`config.mk`:
```
export PLATFORM = sky130hd
export DESIGN_NAME = sync_serial_8e2_frame_phy_core
export DESIGN_NICKNAME = d
export VERILOG_FILES = /design/src/sv/ss8e2_pkg.sv /design/src/sv/ss8e2_step.sv /design/src/sv/sync_serial_8e2_frame_phy_core.sv
export SDC_FILE = /design/constraint.sdc
export NUM_CORES = 1
export LEC_CHECK = 0
export ABC_AREA = 1
export BUFFER_PORTS_ARGS = -buffer_cell sky130_fd_sc_hd__buf_2
export CAP_MARGIN = 0
export CORE_AREA = 2 2 71 73
export CTS_CLUSTER_DIAMETER = 120
export DETAILED_ROUTE_END_ITERATION = 12
export DIE_AREA = 0 0 73 75
export GPL_TIMING_DRIVEN = 0
export PLACE_DENSITY = 0.84
export SETUP_SLACK_MARGIN = 0.1
export SYNTH_ARGS = -nofsm -noshare
export SYNTH_HDL_FRONTEND = slang
export SYNTH_SLANG_ARGS = --single-unit
```
`constraint.sdc`:
```
create_clock -name clk_i -period 3.4 [get_ports clk_i]
set_input_delay 0.85 -clock clk_i [delete_from_list [all_inputs] [get_ports clk_i]]
set_output_delay 0.85 -clock clk_i [all_outputs]
set_load 0.03 [all_outputs]
```
`src/sv/ss8e2_pkg.sv`:
```
package ss8e2_pkg;

  // default width of the period / bit counter
  localparam int unsigned COUNT_BITS_DEF = 8;

  localparam int unsigned FRAME_W = 12;

  // frame checks on the captured shift word: both stops high, top bit low
  localparam logic [FRAME_W-1:0] CHECK_MASK = 12'h803;
  localparam logic [FRAME_W-1:0] CHECK_OK   = 12'h003;
  localparam int unsigned SEND_BITS    = 12;
  localparam int unsigned CAPTURE_BITS = 11;

  typedef enum logic [2:0] {
    PH_IDLE    = 3'd0,
    PH_SEND    = 3'd1,
    PH_HUNT    = 3'd2,
    PH_CAPTURE = 3'd3,
    PH_HOLD    = 3'd4
  } phase_e;

  typedef enum logic [1:0] {
    MODE_SEND  = 2'd0,
    MODE_RECV  = 2'd1,
    MODE_BREAK = 2'd2,
    MODE_IDLE  = 2'd3
  } mode_e;

  localparam logic [1:0] RX_OK      = 2'd0;
  localparam logic [1:0] RX_FRAMING = 2'd1;
  localparam logic [1:0] RX_PARITY  = 2'd2;

  // state kept between periods, counter excluded (its width is a parameter)
  typedef struct packed {
    phase_e             phase;
    logic [FRAME_W-1:0] frame_shift;
    logic               held_level;
    logic               held_drive;
  } state_t;

  // one result item
  typedef struct packed {
    logic       drive_enable;
    logic       line_out;
    logic       clock_active;
    logic       ready_res;
    logic       rx_valid;
    logic [7:0] rx_byte;
    logic [1:0] rx_status;
  } result_t;

  function automatic logic odd_ones(input logic [7:0] v);
    return ^v;
  endfunction

endpackage

```
`src/sv/ss8e2_step.sv`:
```
module ss8e2_step import ss8e2_pkg::*; #(
  parameter int unsigned COUNT_BITS = COUNT_BITS_DEF
) (
  input  state_t                state_i,
  input  logic [COUNT_BITS-1:0] bits_left_i,
  input  logic                  cmd_valid_i,
  input  logic [1:0]            mode_i,
  input  logic [7:0]            tx_byte_i,
  input  logic [7:0]            period_count_i,
  input  logic                  line_in_i,
  output state_t                state_o,
  output logic [COUNT_BITS-1:0] bits_left_o,
  output result_t               result_o
);

  localparam int unsigned CW = (COUNT_BITS > 8) ? COUNT_BITS : 8;
  localparam logic [CW-1:0] CNT_MAX = CW'({COUNT_BITS{1'b1}});

  logic [CW-1:0]         count_ext;
  logic [COUNT_BITS-1:0] count_sat;

  // period count saturates to what the counter holds
  always_comb begin
    count_ext = CW'(period_count_i);
    if (count_ext > CNT_MAX) begin
      count_sat = {COUNT_BITS{1'b1}};
    end else begin
      count_sat = count_ext[COUNT_BITS-1:0];
    end
  end

  always_comb begin
    state_t                st;
    logic [COUNT_BITS-1:0] bl;
    result_t               res;
    logic                  ones;

    st   = state_i;
    bl   = bits_left_i;
    res  = '0;
    ones = 1'b0;

    // command intake, acts in the same period
    if (st.phase == PH_IDLE) begin
      res.ready_res = 1'b1;
      if (cmd_valid_i) begin
        unique case (mode_e'(mode_i))
          MODE_SEND: begin
            st.frame_shift = {2'b11, odd_ones(tx_byte_i), tx_byte_i, 1'b0};
            bl             = COUNT_BITS'(SEND_BITS);
            st.phase       = PH_SEND;
          end
          MODE_RECV: begin
            st.held_drive = 1'b0;
            st.phase      = PH_HUNT;
          end
          default: begin
            st.held_level = (mode_e'(mode_i) == MODE_IDLE);
            st.held_drive = 1'b1;
            bl            = count_sat;
            if (count_sat != '0) begin
              st.phase = PH_HOLD;
            end
          end
        endcase
      end
    end

    unique case (st.phase)
      PH_SEND: begin
        res.drive_enable = 1'b1;
        res.clock_active = 1'b1;
        res.line_out     = st.frame_shift[0];
        st.frame_shift   = {1'b0, st.frame_shift[FRAME_W-1:1]};
        bl               = bl - COUNT_BITS'(1);
        if (bl == '0) begin
          st.held_level = res.line_out;
          st.held_drive = 1'b1;
          st.phase      = PH_IDLE;
        end
      end
      PH_HUNT: begin
        res.clock_active = 1'b1;
        if (!line_in_i) begin
          st.frame_shift = '0;
          bl             = COUNT_BITS'(CAPTURE_BITS);
          st.phase       = PH_CAPTURE;
        end
      end
      PH_CAPTURE: begin
        res.clock_active = 1'b1;
        st.frame_shift   = {st.frame_shift[FRAME_W-2:0], line_in_i};
        bl               = bl - COUNT_BITS'(1);
        if (bl == '0) begin
          res.rx_valid = 1'b1;
          for (int i = 0; i < 8; i++) begin
            res.rx_byte[i] = st.frame_shift[10-i];
          end
          ones = odd_ones(res.rx_byte) ^ st.frame_shift[2];
          if ((st.frame_shift & CHECK_MASK) != CHECK_OK) begin
            res.rx_status = RX_FRAMING;
          end else if (ones) begin
            res.rx_status = RX_PARITY;
          end
          st.held_drive = 1'b0;
          st.phase      = PH_IDLE;
        end
      end
      PH_HOLD: begin
        res.drive_enable = 1'b1;
        res.clock_active = 1'b1;
        res.line_out     = st.held_level;
        bl               = bl - COUNT_BITS'(1);
        if (bl == '0) begin
          st.phase = PH_IDLE;
        end
      end
      default: begin
        st.phase         = PH_IDLE;
        res.drive_enable = st.held_drive;
        res.line_out     = st.held_drive & st.held_level;
      end
    endcase

    state_o     = st;
    bits_left_o = bl;
    result_o    = res;
  end

endmodule

```
`src/sv/sync_serial_8e2_frame_phy_core.sv`:
```
// Bit engine of a clocked half-duplex serial link with 8E2 framing. Every
// input transaction is one bit-clock period: while the engine is idle it takes
// a command (send a byte, receive a byte, break, idle) and the command acts in
// that same period. Every input transaction yields exactly one output
// transaction carrying line drive, clock enable, readiness and any received
// byte with its status (framing error wins over parity error). Rate: one
// transaction per clock cycle, sustained; the result appears in the output
// register in the cycle after acceptance. The input side stalls only while that
// register holds a result the consumer has not taken. No clearing pass is
// needed after reset.
module sync_serial_8e2_frame_phy_core import ss8e2_pkg::*; #(
  parameter int unsigned COUNT_BITS = COUNT_BITS_DEF
) (
  input  logic       clk_i,
  input  logic       rst_ni,
  // input channel
  input  logic       in_valid_i,
  output logic       in_ready_o,
  input  logic       cmd_valid_i,
  input  logic [1:0] mode_i,
  input  logic [7:0] tx_byte_i,
  input  logic [7:0] period_count_i,
  input  logic       line_in_i,
  // output channel
  output logic       out_valid_o,
  input  logic       out_ready_i,
  output logic       drive_enable_o,
  output logic       line_out_o,
  output logic       clock_active_o,
  output logic       ready_res_o,
  output logic       rx_valid_o,
  output logic [7:0] rx_byte_o,
  output logic [1:0] rx_status_o
);

  // link state, advanced once per accepted transaction
  state_t                state_q, state_d;
  logic [COUNT_BITS-1:0] bits_q, bits_d;

  // output register
  logic    out_valid_q;
  result_t result_q, result_d;

  logic in_fire;

  // free to take a period whenever the output register empties this cycle
  assign in_ready_o = !out_valid_q || out_ready_i;
  assign in_fire    = in_valid_i && in_ready_o;

  ss8e2_step #(
    .COUNT_BITS(COUNT_BITS)
  ) u_step (
    .state_i       (state_q),
    .bits_left_i   (bits_q),
    .cmd_valid_i   (cmd_valid_i),
    .mode_i        (mode_i),
    .tx_byte_i     (tx_byte_i),
    .period_count_i(period_count_i),
    .line_in_i     (line_in_i),
    .state_o       (state_d),
    .bits_left_o   (bits_d),
    .result_o      (result_d)
  );

  // state only moves on an accepted period
  always_ff @(posedge clk_i or negedge rst_ni) begin
    if (!rst_ni) begin
      state_q.phase       <= PH_IDLE;
      state_q.frame_shift <= '0;
      state_q.held_level  <= 1'b1;
      state_q.held_drive  <= 1'b1;
      bits_q              <= '0;
    end else if (in_fire) begin
      state_q <= state_d;
      bits_q  <= bits_d;
    end
  end

  always_ff @(posedge clk_i or negedge rst_ni) begin
    if (!rst_ni) begin
      out_valid_q <= 1'b0;
    end else if (in_ready_o) begin
      out_valid_q <= in_valid_i;
    end
  end

  // payload, no reset needed
  always_ff @(posedge clk_i) begin
    if (in_fire) begin
      result_q <= result_d;
    end
  end

  assign out_valid_o    = out_valid_q;
  assign drive_enable_o = result_q.drive_enable;
  assign line_out_o     = result_q.line_out;
  assign clock_active_o = result_q.clock_active;
  assign ready_res_o    = result_q.ready_res;
  assign rx_valid_o     = result_q.rx_valid;
  assign rx_byte_o      = result_q.rx_byte;
  assign rx_status_o    = result_q.rx_status;

endmodule

```
==> flow_summary.ini, run 1 <==
[finish]
multiInputGateArea_mm2 = 0.00148
fillCellCount = 380
fin_cells = 495
drive_above_1_share_pct = 22.2
final_area_mm2 = 0.00323
num_antenna_cells = 0
seq_area_mm2 = 0.00110
areaGrowthSynthToFinish_pct = 13.6
final_nets = 466

[placed_design]
port_buffers = 40
dp.final_hpwl_mm = 5.02
dp.cells = 487
postPlaceCellArea_mm2 = 0.00311
gp_congestion = 0.873

[synth]
syn_nets = 419
synth.cell_area_mm2 = 0.00285
synth_cell_type_count = 36
synth_top_area_share_pct = 21.1
synthTopCellsByArea = dfrtp_1, edfxtp_1, nand2_1
yosys.area.top_type = dfrtp_1
yosysSeqAreaShare_pct = 38.8
ys_ff_latch = 41
avgSynthCellArea_um2 = 7.24
ys_warn_count = 0
synth_cells = 393

[floorplanning]
rows = 25
dieArea_mm2 = 0.00548
initial_utilization_pct = 61.1
ios = 41
core_mm2 = 0.00466
fp.dieW_um = 73
fp.dieH_um = 75

[timing]
hold_violations = 0
period_needed_ns = 2.74
tightest_slew_ns = 1.34
rsz0062_at_grt = false
finalMaxSlewViolations = 0
max_freq_ghz = 0.365
setup_violations = 0
fin_worst_skew_ns = 0.00650
finalCritPeriodShare_pct = 80.6
fin_tns_setup_ns = 0
maxSlewHeadroom_pct = 11.0

[route]
drt-vias-per-instance = 5.47
wl_per_cell_um = 13.5
via_count = 2709
drt.antenna.violating_nets = 0
dr.pass1.iters = 7
drt-total-wl_mm = 6.69
route.detailed.drc = 0
first_iter_violations = 239

[worst_hold_path]
hp-start = state_q[1]
hold_class = flip-flop to flip-flop
holdPathStages = 2

[critical_path]
worstSetupStartpoint = mode_i[1]
crit_path_top_delay_cell = ha_1
reg2reg_depth = 16
cp_max_fo = 10
cp_num_cells = 16
critical_path.cell_chain = buf_2 -> nand2_1 -> nor2_2 -> buf_6 -> nand2_1 -> nand2_2 -> inv_1 -> ha_1 -> nand2_2 -> nand2_1 -> nor2_1 -> nand3_1 -> nor2_4 -> nand3_2 -> nor2_1 -> o22ai_1
worstSetupPathType = input port to flip-flop
rr_startpoint = state_q[14]
worst-path-buf-inv = 3
cpPeakStageDelay_ns = 0.25
arrival_ns = 2.88
endpoint_kind = flip-flop
critical-path-top-delay-family = simple AND/OR/NAND/NOR gates
path_common_cell = nand2_1
startpoint_type = input port
cp_data_required_time_ns = 3.54

[clock_tree]
cts_root_buf = clkbuf_8
clock_path_buffers = 2
cts_setup_buffers = 0
clkSinkCount = 41
cts_buffers = 5
clk_pin_slew_ns = 0.08
insertion_delay_ns = 0.30
cts_htree_levels = 2
ctsHoldBuffers = 0
post_cts_resized = 0
cts_tree = yes

[power]
power.density_mw_per_mm2 = 858
ir_drop_uv = 426
cellLeakagePower_nw = 1.60

[grt]
track_usage_pct = 26.7
antenna_found_initial = 0
grt_start_max_net_pins = 27
grt_use_met2_pct = 45.7
globalRouteOverflowTotal = 0
met1_usage_pct = 32.4
gr-usage-met3_pct = 4.69
grt_busiest_layer = met2
grt_pass1_wl_mm = 11.1
grt_pass1_vias = 2475

[run_status]
status = completed

[run]
drv_cap = 0
worst reg2reg max path, stage by stage (launching register included):
cell     delay (ns)
dfrtp_1        0.46
nor2_2         0.17
nand2_2        0.09
nor2_2         0.12
buf_6          0.15
nand2_1        0.07
nand2_2        0.13
inv_1          0.09
ha_1           0.25
nand2_2        0.10
nand2_1        0.07
nor2_1         0.08
nand3_1        0.11
nor2_4         0.15
nand3_2        0.20
nor2_1         0.14
o22ai_1        0.08
cells in the mapped netlist (all sizes together):
master,instances
xor2,4
o221ai,1
ha,2
o22ai,8
a31oi,2
nand4,6
nor2,50
o32ai,1
xnor2,7
clkbuf,4
dfstp,2
a211oi,5
dfrtp,24
buf,5
nand3b,3
o21ai,27
inv,56
nand3,17
edfxtp,15
nand2,128
a22oi,2
a21oi,24
path summary, 6_finish.rpt:
path | endpoint | slack (ns)
worst max register to register | state_q[15] | 0.79
min in group asynchronous | state_q[4] | 0.56
max in group asynchronous | bits_q[5] | 2.43
worst max-delay path | state_q[15] | 0.66
worst min-delay path | state_q[1] | 0.48
worst min register to register | state_q[1] | 0.48
registers in the layout, summed over array words and instances (netlist names):
signal and cells:
bits_q 8, clock_active_o 1, drive_enable_o 1, line_out_o 1, out_valid_o 1, ready_res_o 1, rx_byte_o 8, rx_status_o 2
rx_valid_o 1, state_q 17
cell type report:
| cell class | instances | area share (%) |
|---|---|---|
| Timing Repair Buffer | 40 | 6.19 |
| Clock inverter | 2 | 1.16 |
| Multi-Input combinational cell | 287 | 45.6 |
| Sequential cell | 41 | 34.1 |
| Clock buffer | 6 | 2.55 |
| Tap cell | 54 | 2.09 |
| Buffer | 9 | 1.70 |
| Inverter | 56 | 6.58 |
per-stage QoR:
stage                     setup slack [ns]  util, %  total power [mW]  hold WS [ns]
after floorplan                      0.787        -              2.02         0.446
final                                0.658     69.4              2.78         0.479
after CTS                            0.657     69.4              2.76         0.478
after detailed placement             0.342     66.8              2.33         0.460
after global routing                 0.366     69.4              3.00         0.493
after global placement               0.347     66.8              2.29         0.457
cells in the final DEF, fill, tap and decap left out, drive strengths merged:
| master | netlist | routed |
|---|---|---|
| o221ai | 1 | 1 |
| dfstp | 2 | 2 |
| dfrtp | 24 | 24 |
| clkbuf | 4 | 10 |
| clkinvlp | 0 | 1 |
| xor2 | 4 | 4 |
| o22ai | 8 | 8 |
| nor2 | 50 | 50 |
| a22oi | 2 | 2 |
| nand3b | 3 | 3 |
| o21ai | 27 | 27 |
| ha | 2 | 2 |
| a31oi | 2 | 2 |
| nand2 | 128 | 128 |
| a21oi | 24 | 24 |
| edfxtp | 15 | 15 |
| inv | 56 | 56 |
| nand3 | 17 | 17 |
| nand4 | 6 | 6 |
| o32ai | 1 | 1 |
| bufinv | 0 | 1 |
| a211oi | 5 | 5 |
| buf | 5 | 45 |
| xnor2 | 7 | 7 |
per-layer routing:
metal / up-vias / share of wire, %
met4: 0 / 3.0
li1: 1359 / -
met1: 1224 / 42
met5: - / 0
met2: 106 / 49
met3: 20 / 5.9
where the power goes:
| part | total (mW) | switching [mW] | internal (mW) |
|---|---|---|---|
| clock | 0.418 | 0.179 | 0.239 |
| combinational | 1.60 | 1.08 | 0.517 |
| sequential | 0.758 | 0.0743 | 0.684 |
logic make-up (layout without fill, tap and decap cells):
| group | after synthesis | after routing | synth area share (%) |
|---|---|---|---|
| buffers and inverters | 65 | 113 | 9.41 |
| AND/OR/NAND/NOR | 204 | 204 | 33.1 |
| adder cells (fa/ha/maj) | 2 | 2 | 0.879 |
| AO/OA/AOI/OAI | 70 | 70 | 14.4 |
| XOR/XNOR | 11 | 11 | 3.38 |
| flip-flops | 41 | 41 | 38.8 |
Note: power is estimated with default switching activity, not from simulation.
==> inputs of run 2 (changes only) <==
Settings changed: CORE_AREA 2 2 71 73 to 2 2 77 79, DIE_AREA 0 0 73 75 to 0 0 79 81, PLACE_DENSITY 0.84 to 0.76.
Clock period 3.4 ns to 2.5 ns, I/O delays scaled along.
==> run 2 against run 1 <==
Net effect: worst hold slack worse by 0.14 ns; count of clock-buffer cells in the layout shrank 1; register-to-register slack got worse by 0.65 ns; core utilization fell by 9.1 points; flip-flop and latch count stayed put; die area grew 17%.
==> flow_summary.ini, run 2 (synthesis gave the netlist of run 1 again) <==
[timing]
hold_slack_ns = 0.334
hold_violations = 0
setup_violations = 0
maxSlewHeadroom_pct = 12.9
period_needed_ns = 2.36
finalCritPeriodShare_pct = 94.4
max_freq_ghz = 0.424
fin_worst_skew_ns = 0.0120
finalMaxSlewViolations = 0
tightest_slew_ns = 1.31
rsz0062_at_grt = true

[route]
dr.pass1.iters = 5
route.detailed.drc = 0
wl_per_cell_um = 13.9
via_count = 2795
drt.antenna.violating_nets = 0
drt-vias-per-instance = 5.29
first_iter_violations = 303
drt-total-wl_mm = 7.36

[clock_tree]
clock_path_buffers = 2
clkSinkCount = 41
cts_buffers = 5
clk_pin_slew_ns = 0.09
ctsHoldBuffers = 0
cts_tree = yes
cts_htree_levels = 2
cts_root_buf = clkbuf_8
insertion_delay_ns = 0.31

[grt]
track_usage_pct = 23.5
grt_pass1_vias = 2537
antenna_found_initial = 0
grt_pass1_wl_mm = 11.7
globalRouteOverflowTotal = 0
grt_start_max_net_pins = 27

[critical_path]
critical_path.cell_chain = nor2_2 -> nand2_2 -> nor2_4 -> buf_6 -> nand2_1 -> nand2_2 -> inv_4 -> ha_4 -> nand2_2 -> nand2_1 -> nor2_1 -> nand3_1 -> nor2_4 -> nand3_4 -> nand3_1 -> o21ai_1
cp_max_fo = 7
cp-endpoint = state_q[16]
crit_path_top_delay_cell = dfrtp_1
rr_startpoint = state_q[15]
path_common_cell = nand2_2
worstSetupPathType = flip-flop to flip-flop
arrival_ns = 2.51
reg2reg_depth = 16
cp_num_cells = 16
worstSetupStartpoint = state_q[15]
endpoint_kind = flip-flop
critical-path-top-delay-family = simple AND/OR/NAND/NOR gates
cpPeakStageDelay_ns = 0.41
worst-path-buf-inv = 2
rrSetupSlack_ns = 0.14
startpoint_type = flip-flop
rr_endpoint = state_q[16]
cp_data_required_time_ns = 2.65

[power]
power.density_mw_per_mm2 = 1160
ir_drop_uv = 539
cellLeakagePower_nw = 1.65

[placed_design]
postPlaceCellArea_mm2 = 0.00314
gp_congestion = 0.878
dp.final_hpwl_mm = 5.01
port_buffers = 40

[finish]
layout_common_cells = nand2_1, inv_1, buf_2
num_antenna_cells = 0
drive_above_1_share_pct = 26.9
areaGrowthSynthToFinish_pct = 20.3
largest_reg_flops = 17
final_common_cell = nand2_1
final_area_mm2 = 0.00342
largest-register = state_q
final_nets = 478

[floorplanning]
core_mm2 = 0.00568
initial_utilization_pct = 50.2
dieArea_mm2 = 0.00640
fp.dieH_um = 81
fp.dieW_um = 79
rows = 28
ios = 41

[run_status]
status = completed

[worst_hold_path]
hold_class = input port to async pin

[run]
drv_cap = 0
## run 2: cell types whose count changed in the layout (fill, tap and decap cells not counted), sizes merged
cell / before / now
clkinv: 0 / 1
bufinv: 1 / 0
inv: 56 / 57
buf: 45 / 57
clkbuf: 10 / 9
## run 2: what timing repair did
action,4_1_cts,5_1_grt
setup endpoints to repair,16,27
endpoints found under the hold margin,0,0
pin swaps,5,10
resized for setup,3,21
buffers inserted,5,7
## run 2: per-stage QoR
| stage | power (mW) | setup TNS [ns] | utilization [%] | std cells | worst slack, ns |
|---|---|---|---|---|---|
| floorplan | 2.74 | 0 | - | 393 | 0.112 |
| detailed placement | 3.19 | -4.56 | 55.3 | 508 | -0.403 |
| global route | 4.30 | -0.0345 | 60.3 | 528 | -0.0242 |
| global placement | 3.12 | -3.68 | 55.3 | 508 | -0.366 |
| finish | 3.97 | 0 | 60.3 | 528 | 0.141 |
| CTS | 3.72 | 0 | 57.9 | 521 | 0.150 |
## run 2: how the worst min path moves through the flow
stage	endpoint	slack (ns)	start	depth (start not counted)
finish	state_q[6]	0.33	rst_ni	1
global route	state_q[6]	0.36	rst_ni	1
CTS	state_q[16]	0.35	rst_ni	1
detailed placement	state_q[1]	0.46	state_q[1]	2
global placement	state_q[1]	0.46	state_q[1]	2
floorplan	bits_q[0]	0.33	rst_ni	0
## run 2: layout make-up
cell class / count / area [µm²]
buffer: 9 / 55.1
clock buffer: 5 / 68.8
clock inverter: 3 / 21.3
fill: 500 / 2250
inverter: 56 / 215
multi-input combinational: 287 / 1570
sequential: 41 / 1100
tap: 75 / 93.8
timing repair buffer: 52 / 294
## run 2: layer usage
| metal | part of all wire [%] | global-route usage, % | vias up |
|---|---|---|---|
| li1 | - | - | 1387 |
| met1 | 44 | 31.6 | 1269 |
| met2 | 47 | 38.6 | 127 |
| met3 | 7.4 | 3.44 | 12 |
| met4 | 1.6 | 8.79 | 0 |
| met5 | 0 | 0 | - |
## run 2: power breakdown
part / internal (mW) / switching [mW]
Sequential: 0.930 / 0.0948
Combinational: 0.850 / 1.64
Clock: 0.198 / 0.257
